===== config.mk =====
export PLATFORM = sky130hd
export DESIGN_NAME = handle_slot_remap_table_core
export DESIGN_NICKNAME = d
export VERILOG_FILES = /design/src/design/hsrt_pkg.sv /design/src/design/hsrt_ctrl.sv /design/src/design/hsrt_dpath.sv /design/src/design/handle_slot_remap_table_core.sv
export SDC_FILE = /design/constraint.sdc
export NUM_CORES = 2
export LEC_CHECK = 0
export ABC_AREA = 1
export BUFFER_PORTS_ARGS = -buffer_cell sky130_fd_sc_hd__buf_2
export CORE_MARGIN = 1.5
export CORE_UTILIZATION = 40
export DETAILED_ROUTE_END_ITERATION = 7
export PLACE_DENSITY = 0.53
export SLEW_MARGIN = 15
export SYNTH_ARGS = -nofsm -noshare
export SYNTH_HDL_FRONTEND = slang
export SYNTH_SLANG_ARGS = --single-unit

===== constraint.sdc =====
create_clock -name clock -period 15.09 [get_ports clock]
set_input_delay 3.018 -clock clock [delete_from_list [all_inputs] [get_ports clock]]
set_output_delay 3.018 -clock clock [all_outputs]
set_load 0.005 [all_outputs]

===== src/design/hsrt_pkg.sv =====
`timescale 1ns / 1ps
// ---------------------------------------------------------------------------
// hsrt_pkg
// Shared constants, command codes and control types for the handle/slot
// remap table.
// ---------------------------------------------------------------------------
package hsrt_pkg;

   localparam int HANDLES      = 256;
   localparam int IDX_W        = $clog2(HANDLES);
   localparam int HANDLE_W     = 8;
   localparam int SLOT_IN_W    = 8;
   localparam int SLOT_W       = 9;
   localparam int HANDLE_LIMIT = (HANDLES < 256) ? HANDLES : 256;
   localparam int CNT_W        = $clog2(HANDLE_LIMIT + 1);

   typedef enum logic [2:0] {
      OP_CLEAR  = 3'd0,
      OP_ALLOC  = 3'd1,
      OP_LOOKUP = 3'd2,
      OP_DELETE = 3'd3,
      OP_MOVE   = 3'd4,
      OP_ADD    = 3'd5
   } op_type;

   typedef enum logic [1:0] {
      ST_IDLE,
      ST_LOOK,
      ST_SWEEP,
      ST_DRAIN
   } state_type;

   // controller -> datapath
   typedef struct packed {
      logic accept;     // latch item fields, restart sweep index
      logic clear;
      logic alloc;
      logic add;
      logic lookup_rd;
      logic sweep_rd;
      logic rsp_imm;    // result computed from the item itself
      logic rsp_look;   // result from the lookup read
      logic rsp_done;   // all-zero result after a sweep
   } ctl_type;

   // datapath -> controller
   typedef struct packed {
      logic idx_last;
   } sts_type;

endpackage


===== src/design/hsrt_ctrl.sv =====
`timescale 1ns / 1ps
// ---------------------------------------------------------------------------
// hsrt_ctrl
// Command sequencer: decodes each item and steps the datapath through
// the direct table updates, the lookup read or the full-table renumber sweep.
// ---------------------------------------------------------------------------
module hsrt_ctrl
   import hsrt_pkg::*;
(
   input  logic         clock,
   input  logic         reset,
   input  logic         start,
   input  logic [2:0]   req_cmd,
   input  sts_type      sts,
   output logic         busy,
   output ctl_type      ctl
);

   state_type state_ff;
   state_type state_in;

   always_ff @(posedge clock) begin
      if (reset) begin
         state_ff <= ST_IDLE;
      end else begin
         state_ff <= state_in;
      end
   end

   always_comb begin
      state_in = state_ff;
      ctl      = '0;
      busy     = 1'b1;
      unique case (state_ff)
         ST_IDLE: begin
            busy = 1'b0;
            if (start) begin
               ctl.accept = 1'b1;
               unique case (op_type'(req_cmd)) inside
                  OP_CLEAR: begin
                     ctl.clear   = 1'b1;
                     ctl.rsp_imm = 1'b1;
                  end
                  OP_ALLOC: begin
                     ctl.alloc   = 1'b1;
                     ctl.rsp_imm = 1'b1;
                  end
                  OP_LOOKUP: begin
                     ctl.lookup_rd = 1'b1;
                     state_in      = ST_LOOK;
                  end
                  OP_DELETE, OP_MOVE: begin
                     state_in = ST_SWEEP;
                  end
                  OP_ADD: begin
                     ctl.add     = 1'b1;
                     ctl.rsp_imm = 1'b1;
                  end
                  default: begin
                     ctl.rsp_imm = 1'b1;
                  end
               endcase
            end
         end
         ST_LOOK: begin
            ctl.rsp_look = 1'b1;
            state_in     = ST_IDLE;
         end
         ST_SWEEP: begin
            ctl.sweep_rd = 1'b1;
            if (sts.idx_last) begin
               state_in = ST_DRAIN;
            end
         end
         ST_DRAIN: begin
            // last entry is written back in this cycle
            ctl.rsp_done = 1'b1;
            state_in     = ST_IDLE;
         end
         default: begin
            state_in = ST_IDLE;
         end
      endcase
   end

endmodule


===== src/design/hsrt_dpath.sv =====
`timescale 1ns / 1ps
// ---------------------------------------------------------------------------
// hsrt_dpath
// Table storage, presence flags, handle counter, sweep read/modify/write
// pipeline and result registers.
// ---------------------------------------------------------------------------
module hsrt_dpath
   import hsrt_pkg::*;
(
   input  logic                     clock,
   input  logic                     reset,
   input  ctl_type                  ctl,
   input  logic [2:0]               req_cmd,
   input  logic [HANDLE_W-1:0]      req_handle,
   input  logic [SLOT_IN_W-1:0]     req_slot_id,
   input  logic [SLOT_IN_W-1:0]     req_to_slot,
   output sts_type                  sts,
   output logic                     rsp_valid,
   output logic [HANDLE_W-1:0]      rsp_new_handle,
   output logic signed [SLOT_W-1:0] rsp_slot,
   output logic                     rsp_found,
   output logic                     rsp_full_res
);

   logic signed [SLOT_W-1:0] mem [HANDLES];

   logic [HANDLES-1:0]       present_ff;
   logic [CNT_W-1:0]         next_ff;
   logic [IDX_W-1:0]         idx_ff;
   logic                     is_move_ff;
   logic [SLOT_IN_W-1:0]     from_ff;
   logic [SLOT_IN_W-1:0]     to_ff;

   logic signed [SLOT_W-1:0] rd_data_ff;
   logic                     wb_ff;
   logic [IDX_W-1:0]         wb_addr_ff;
   logic                     look_hit_ff;

   logic                     rsp_valid_ff;
   logic [HANDLE_W-1:0]      rsp_new_handle_ff;
   logic signed [SLOT_W-1:0] rsp_slot_ff;
   logic                     rsp_found_ff;
   logic                     rsp_full_ff;

   logic                     full;
   logic                     in_range;
   logic [IDX_W-1:0]         req_idx;
   logic [IDX_W-1:0]         alloc_idx;
   logic [IDX_W-1:0]         rd_addr;
   logic                     rd_en;
   logic                     wr_en;
   logic [IDX_W-1:0]         wr_addr;
   logic signed [SLOT_W-1:0] wr_data;
   logic signed [SLOT_W-1:0] from_s;
   logic signed [SLOT_W-1:0] to_s;
   logic signed [SLOT_W-1:0] wb_data;

   assign full      = next_ff >= CNT_W'(HANDLE_LIMIT);
   assign in_range  = 32'(req_handle) < HANDLES;
   assign req_idx   = IDX_W'(req_handle);
   assign alloc_idx = IDX_W'(next_ff);
   assign sts.idx_last = idx_ff == IDX_W'(HANDLES - 1);

   assign rd_en   = ctl.lookup_rd | ctl.sweep_rd;
   assign rd_addr = ctl.lookup_rd ? req_idx : idx_ff;

   // renumber one entry; -1 never matches since slots are non-negative
   assign from_s = $signed({1'b0, from_ff});
   assign to_s   = $signed({1'b0, to_ff});

   always_comb begin
      wb_data = rd_data_ff;
      if (!is_move_ff) begin
         if (rd_data_ff == from_s) begin
            wb_data = -SLOT_W'(1);
         end else if (rd_data_ff > from_s) begin
            wb_data = rd_data_ff - SLOT_W'(1);
         end
      end else begin
         if (rd_data_ff == from_s) begin
            wb_data = to_s;
         end else if (from_s < to_s && rd_data_ff > from_s && rd_data_ff <= to_s) begin
            wb_data = rd_data_ff - SLOT_W'(1);
         end else if (from_s > to_s && rd_data_ff < from_s && rd_data_ff >= to_s) begin
            wb_data = rd_data_ff + SLOT_W'(1);
         end
      end
   end

   // single write port: the sweep write-back never overlaps an item update
   always_comb begin
      wr_en   = 1'b0;
      wr_addr = wb_addr_ff;
      wr_data = wb_data;
      if (wb_ff) begin
         wr_en = present_ff[wb_addr_ff];
      end else if (ctl.alloc && !full) begin
         wr_en   = 1'b1;
         wr_addr = alloc_idx;
         wr_data = $signed({1'b0, req_slot_id});
      end else if (ctl.add && in_range) begin
         wr_en   = 1'b1;
         wr_addr = req_idx;
         wr_data = $signed({1'b0, req_slot_id});
      end
   end

   always_ff @(posedge clock) begin
      if (wr_en) begin
         mem[wr_addr] <= wr_data;
      end
      if (rd_en) begin
         rd_data_ff <= mem[rd_addr];
      end
   end

   always_ff @(posedge clock) begin
      if (reset) begin
         present_ff <= '0;
         next_ff    <= CNT_W'(1);
      end else if (ctl.clear) begin
         present_ff <= '0;
         next_ff    <= CNT_W'(1);
      end else if (ctl.alloc && !full) begin
         present_ff[alloc_idx] <= 1'b1;
         next_ff               <= next_ff + CNT_W'(1);
      end else if (ctl.add && in_range) begin
         present_ff[req_idx] <= 1'b1;
      end
   end

   always_ff @(posedge clock) begin
      if (reset) begin
         wb_ff  <= 1'b0;
         idx_ff <= '0;
      end else begin
         wb_ff <= ctl.sweep_rd;
         if (ctl.accept) begin
            idx_ff <= '0;
         end else if (ctl.sweep_rd) begin
            idx_ff <= idx_ff + IDX_W'(1);
         end
      end
   end

   always_ff @(posedge clock) begin
      wb_addr_ff <= idx_ff;
      if (ctl.accept) begin
         is_move_ff <= op_type'(req_cmd) == OP_MOVE;
         from_ff    <= req_slot_id;
         to_ff      <= req_to_slot;
      end
      if (ctl.lookup_rd) begin
         look_hit_ff <= in_range && present_ff[req_idx];
      end
   end

   always_ff @(posedge clock) begin
      if (reset) begin
         rsp_valid_ff <= 1'b0;
      end else begin
         rsp_valid_ff <= ctl.rsp_imm | ctl.rsp_look | ctl.rsp_done;
      end
   end

   always_ff @(posedge clock) begin
      if (ctl.rsp_imm) begin
         rsp_new_handle_ff <= (ctl.alloc && !full) ? HANDLE_W'(next_ff) : '0;
         rsp_full_ff       <= ctl.alloc && full;
         rsp_slot_ff       <= '0;
         rsp_found_ff      <= 1'b0;
      end else if (ctl.rsp_look) begin
         rsp_new_handle_ff <= '0;
         rsp_full_ff       <= 1'b0;
         rsp_slot_ff       <= look_hit_ff ? rd_data_ff : -SLOT_W'(1);
         rsp_found_ff      <= look_hit_ff;
      end else if (ctl.rsp_done) begin
         rsp_new_handle_ff <= '0;
         rsp_full_ff       <= 1'b0;
         rsp_slot_ff       <= '0;
         rsp_found_ff      <= 1'b0;
      end
   end

   assign rsp_valid      = rsp_valid_ff;
   assign rsp_new_handle = rsp_new_handle_ff;
   assign rsp_slot       = rsp_slot_ff;
   assign rsp_found      = rsp_found_ff;
   assign rsp_full_res   = rsp_full_ff;

endmodule


===== src/design/handle_slot_remap_table_core.sv =====
`timescale 1ns / 1ps
// Clear, allocate, add custom, unused codes: result in the cycle after accept, busy stays low.
// Lookup: registered table read, then the result register; busy while in the lookup state.
// Delete and move: sweep of all HANDLES entries, one table entry read and rewritten per cycle,
// the read running one entry ahead of the write-back, then the drain state; busy throughout.
// Reset: presence flags cleared and handle counter set to 1 at once; no clearing pass.
// The result strobe lasts one cycle and cannot be stalled.
// ---------------------------------------------------------------------------
// handle_slot_remap_table_core
// Handle to slot remap table: top level joining sequencer and datapath.
// ---------------------------------------------------------------------------
module handle_slot_remap_table_core
   import hsrt_pkg::*;
(
   input  logic                     clock,
   input  logic                     reset,
   input  logic                     start,
   output logic                     busy,
   input  logic [2:0]               req_cmd,
   input  logic [HANDLE_W-1:0]      req_handle,
   input  logic [SLOT_IN_W-1:0]     req_slot_id,
   input  logic [SLOT_IN_W-1:0]     req_to_slot,
   output logic                     rsp_valid,
   output logic [HANDLE_W-1:0]      rsp_new_handle,
   output logic signed [SLOT_W-1:0] rsp_slot,
   output logic                     rsp_found,
   output logic                     rsp_full_res
);

   ctl_type ctl;
   sts_type sts;

   hsrt_ctrl u_ctrl (
      .clock   (clock),
      .reset   (reset),
      .start   (start),
      .req_cmd (req_cmd),
      .sts     (sts),
      .busy    (busy),
      .ctl     (ctl)
   );

   hsrt_dpath u_dpath (
      .clock          (clock),
      .reset          (reset),
      .ctl            (ctl),
      .req_cmd        (req_cmd),
      .req_handle     (req_handle),
      .req_slot_id    (req_slot_id),
      .req_to_slot    (req_to_slot),
      .sts            (sts),
      .rsp_valid      (rsp_valid),
      .rsp_new_handle (rsp_new_handle),
      .rsp_slot       (rsp_slot),
      .rsp_found      (rsp_found),
      .rsp_full_res   (rsp_full_res)
   );

   a_imm_rsp: assert property (@(posedge clock) disable iff (reset)
      (start && !busy && (req_cmd == OP_CLEAR || req_cmd == OP_ALLOC || req_cmd == OP_ADD))
      |=> (rsp_valid && !busy))
      else $error("single-cycle item gave no result");

   a_lookup_rsp: assert property (@(posedge clock) disable iff (reset)
      (start && !busy && req_cmd == OP_LOOKUP) |=> (busy && !rsp_valid) ##1 rsp_valid)
      else $error("lookup result timing wrong");

   a_full_no_handle: assert property (@(posedge clock) disable iff (reset)
      (rsp_valid && rsp_full_res) |-> (rsp_new_handle == '0 && !rsp_found))
      else $error("full allocate issued a handle");

   a_found_slot: assert property (@(posedge clock) disable iff (reset)
      (rsp_valid && !rsp_found && rsp_slot != '0) |-> (rsp_slot == -SLOT_W'(1)))
      else $error("miss result carries a slot");

endmodule

==> flow_metrics.tcl <==
set metrics [dict create \
    relSlewSlack_pct 13.2 \
    min_period_over_period_pct 54.8 \
    reg2reg_slack_ps 8620 \
    cts_buffers 296 \
    io_pins 51 \
    finalWeightedCongestion 0.959 \
    post-cts-setup-buffers 0 \
    p_leak_nw 52.9 \
    synth_cell_types 51 \
    worstReg2RegEnd "u_dpath.mem[240][2]$_DFFE_PP_" \
    pre_cts_ws_ps 6030 \
    drc 0 \
    max-vdd-ir-drop_mv 0.122 \
    nets 12100 \
    die_w_um 548 \
    p_switching_mw 4.20 \
    ys_ff_latch 2635 \
    crit_chain "buf_2 -> inv_2 -> nand2_1 -> nor2_2 -> nand2_2 -> nand2_2 -> nand2_8 -> buf_4 -> buf_4 -> nand2_1 -> nand3_1 -> nand3_1 -> nand3_1 -> nand3_1 -> nand3_1 -> nand3_1 -> nand3_1 -> nand2_1" \
    min_from "u_dpath.idx_ff[4]$_SDFFE_PP0P_" \
    fp.dieH_um 548 \
    via_count 88200 \
    setup_violations 0 \
    reg2reg_from "u_dpath.rd_data_ff[8]$_DFFE_PP_" \
    cts_resized 0 \
    drive_above_1_share_pct 5.61 \
    antenna_found_initial 19 \
    clock.fmax_mhz 121 \
    run_status "complete, no violations" \
    synthFlopType "edfxtp_1" \
    cts_tree "yes" \
    wirelength_um 387000 \
    rr_worst_depth 14 \
    post-route-min-period_ps 8280 \
    yosys_warnings 0 \
    n_fill_cell 27800 \
    core_area_mm2 0.295 \
    p_comb_share_pct 8.3 \
    htreeDepth 5 \
    yosysTopAreaCell "edfxtp_1" \
    synth_top_area_share_pct 59.2 \
    slowest_stage "nand2_8" \
    tns_ps 0 \
    worstSetupEndpointType "flip-flop" \
    grt_pass1_wl_um 565000 \
    crit_family "simple AND/OR/NAND/NOR gates" \
    clock_latency_ps 930 \
    synth_cells 12200 \
    syn-num-nets 12300 \
    hold-path-endpoint "u_dpath.wb_addr_ff[4]$_DFF_P_" \
    avgSynthCellArea_um2 9.71 \
    hold_class "flip-flop to flip-flop" \
    root_buffer "clkbuf_16" \
    synth_area_leaders "edfxtp_1, nand2_1, nand3_1, inv_1, dfxtp_1" \
    clkSlewWorstSetupHoldPaths_ps 60 \
    port_buffers 50 \
    finClkSkew_ps 46.9 \
    ys_seq_area_share_pct 64.2 \
    rsz0062_at_grt "no" \
    p_total_mw 16.9 \
    detail-route-antenna-nets 0 \
    crit_required_ps 15750 \
    area_delta_synth_final_pct 11.1 \
    internal-power_mw 12.7 \
    clk_path_buf_depth 4 \
    whs_path_depth 0 \
    dr.pass1.iters 7 \
    synth_edf_count 2340 \
    grt_max_degree 182 \
    cellPowerDensity_mw_per_mm2 128 \
    vias_per_cell 5.45 \
    path_max_fanout 101 \
    switching_share_pct 24.8 \
    maxCapViolations 0 \
    dpl.hpwl_um 220000 \
    initial_core_util_pct 40.3 \
    worstMarginPinSlew_ps 1300 \
    timing.critical_path.buf_inv 4 \
    setup.worst_path.class "input port to flip-flop" \
    die_area_mm2 0.300 \
    cp_common_cell "nand3_1" \
    drt_iter0_drc 10200 \
    overflow 0 \
    synth.cell_area_mm2 0.119 \
    worst_setup_path_start_kind "input port" \
    hold_viol_final 0 \
    synthArstFlopShare_pct 0 \
    grt.total_usage_pct 25.2 \
    row_count 199 \
    grt_pass1_vias 83500 \
    worstPathArrival_ps 8940 \
    timing.final.ws_setup_ps 6810 \
    power.share.clock_pct 42.4 \
    cts_hold_buf 0 \
    cts.sinks 2635 \
    wl_per_cell_um 23.9 \
    drv_slew 0 \
    sequentialPowerShare_pct 49.2 \
    post-route-util_pct 44.7 \
    critical_path.max_stage_delay_ps 820 \
]
[state kept, by name, summed over array words and instances, names as in the netlist, 9 cells and up]
name,cells
u_dpath.present_ff,256
u_dpath.rsp_slot,9
u_dpath.mem,2304
u_dpath.rd_data_ff,9
u_dpath.next_ff,9
[metrics by stage]
stage / cell area, µm² / hold slack (ps) / instances
finish: 132000 / 397 / 16200
global route: 132000 / 418 / 16200
CTS: 132000 / 406 / 16200
detailed placement: 122000 / 389 / 15600
global placement: 122000 / 388 / 15600
floorplan: 119000 / 364 / 12200
[logic make-up after synthesis]
group / after synthesis / share of synthesized area [%]
xor+xnor: 15 / 0.111
buf+inv: 2744 / 9.07
fa+ha+maj: 31 / 0.327
simple gates: 5915 / 21.3
flops: 2635 / 64.2
compound gates: 882 / 5.00
[cell type report]
cell class | instances | area, µm² | share of cell area (%)
sequential | 2635 | 76200 | 57.8
multi-input combinational | 6843 | 32000 | 24.3
clock buffer | 380 | 8020 | 6.08
inverter | 2055 | 7730 | 5.87
tap | 3919 | 4900 | 3.72
timing repair buffer | 192 | 1550 | 1.18
clock inverter | 149 | 1430 | 1.08
antenna | 8 | 20.0 | 0.0152
[power by group through the flow]
stage | clock, mW | sequential (mW) | combinational, mW
floorplan | 0 | 8.66 | 0.708
global placement | 0 | 8.49 | 1.41
detailed placement | 0 | 8.49 | 1.41
CTS | 7.27 | 8.33 | 1.41
global route | 7.53 | 8.33 | 1.51
finish | 7.18 | 8.33 | 1.41
[cell usage after synthesis, drive strengths merged, types with 31 or more instances]
master,instances
ha,31
o211ai,138
a21oi,151
a22oi,36
inv,2043
buf,418
clkbuf,271
nand3,2093
nand3b,64
o21ai,217
dfxtp,295
o22ai,62
nor2,573
edfxtp,2340
a221oi,114
o221ai,108
nand2,3142
[worst reg2reg max path, stage by stage, from the launching register on]
cell      delay, ps
edfxtp_1        760
clkinv_1        460
nand4_1         290
a21oi_1          70
nor3_1          370
nor2_1          270
nor2_1          460
nand2_1         370
o21ai_0         260
nand2_1          70
nand2_1          70
nand2_1          70
a21oi_4         870
buf_4           790
buf_4           870
[per-layer routing]
metal,GRT usage (%),vias up,share of wire (%)
li1,-,40200,-
met1,34.8,43100,42
met2,39.6,4075,45
met3,3.99,855,8.5
met4,10.2,10,4.2
met5,0,-,0.019
[layout by cell type, fill, tap and decap left out, types with 6 or more instances in the layout]
master	synthesis	routed
nand2_1	3135	3121
edfxtp_1	2340	2340
nand3_1	2091	2090
inv_1	2020	2019
nor2_1	561	556
clkbuf_16	0	308
dfxtp_1	295	293
o21ai_0	204	203
a21oi_1	151	142
o211ai_1	138	138
buf_4	13	123
a221oi_1	114	114
o221ai_1	108	108
clkinv_1	12	70
clkbuf_1	271	68
nand3b_1	64	64
o22ai_1	61	61
buf_2	333	50
clkinv_2	0	46
a22oi_1	36	36
ha_1	31	31
bufinv_16	0	25
a31oi_1	24	23
nand4_1	22	22
inv_2	23	19
buf_12	0	19
nor2_2	11	16
nand2_2	5	16
o31ai_1	15	15
nor3_1	14	14
xor2_1	12	12
a21oi_4	0	9
diode_2	0	8
inv_6	0	8
o21ai_4	0	7
o21ai_1	8	6
clkinvlp_4	0	6
[worst max-delay path by stage]
stage	slack (ps)	end	from	depth (start not counted)
6_report	6810	u_dpath.rd_data_ff[4]$_DFFE_PP_	req_cmd[2]	18
3_5_place_dp	6030	u_dpath.rd_data_ff[2]$_DFFE_PP_	req_cmd[2]	18
3_3_place_gp	6020	u_dpath.rd_data_ff[2]$_DFFE_PP_	req_cmd[2]	18
2_1_floorplan	2510	u_dpath.mem[0][1]$_DFFE_PP_	start	11
5_1_grt	6630	u_dpath.rd_data_ff[0]$_DFFE_PP_	req_cmd[2]	18
4_1_cts	7030	u_dpath.rd_data_ff[2]$_DFFE_PP_	req_cmd[2]	18
(Power assumes the default switching activity.)
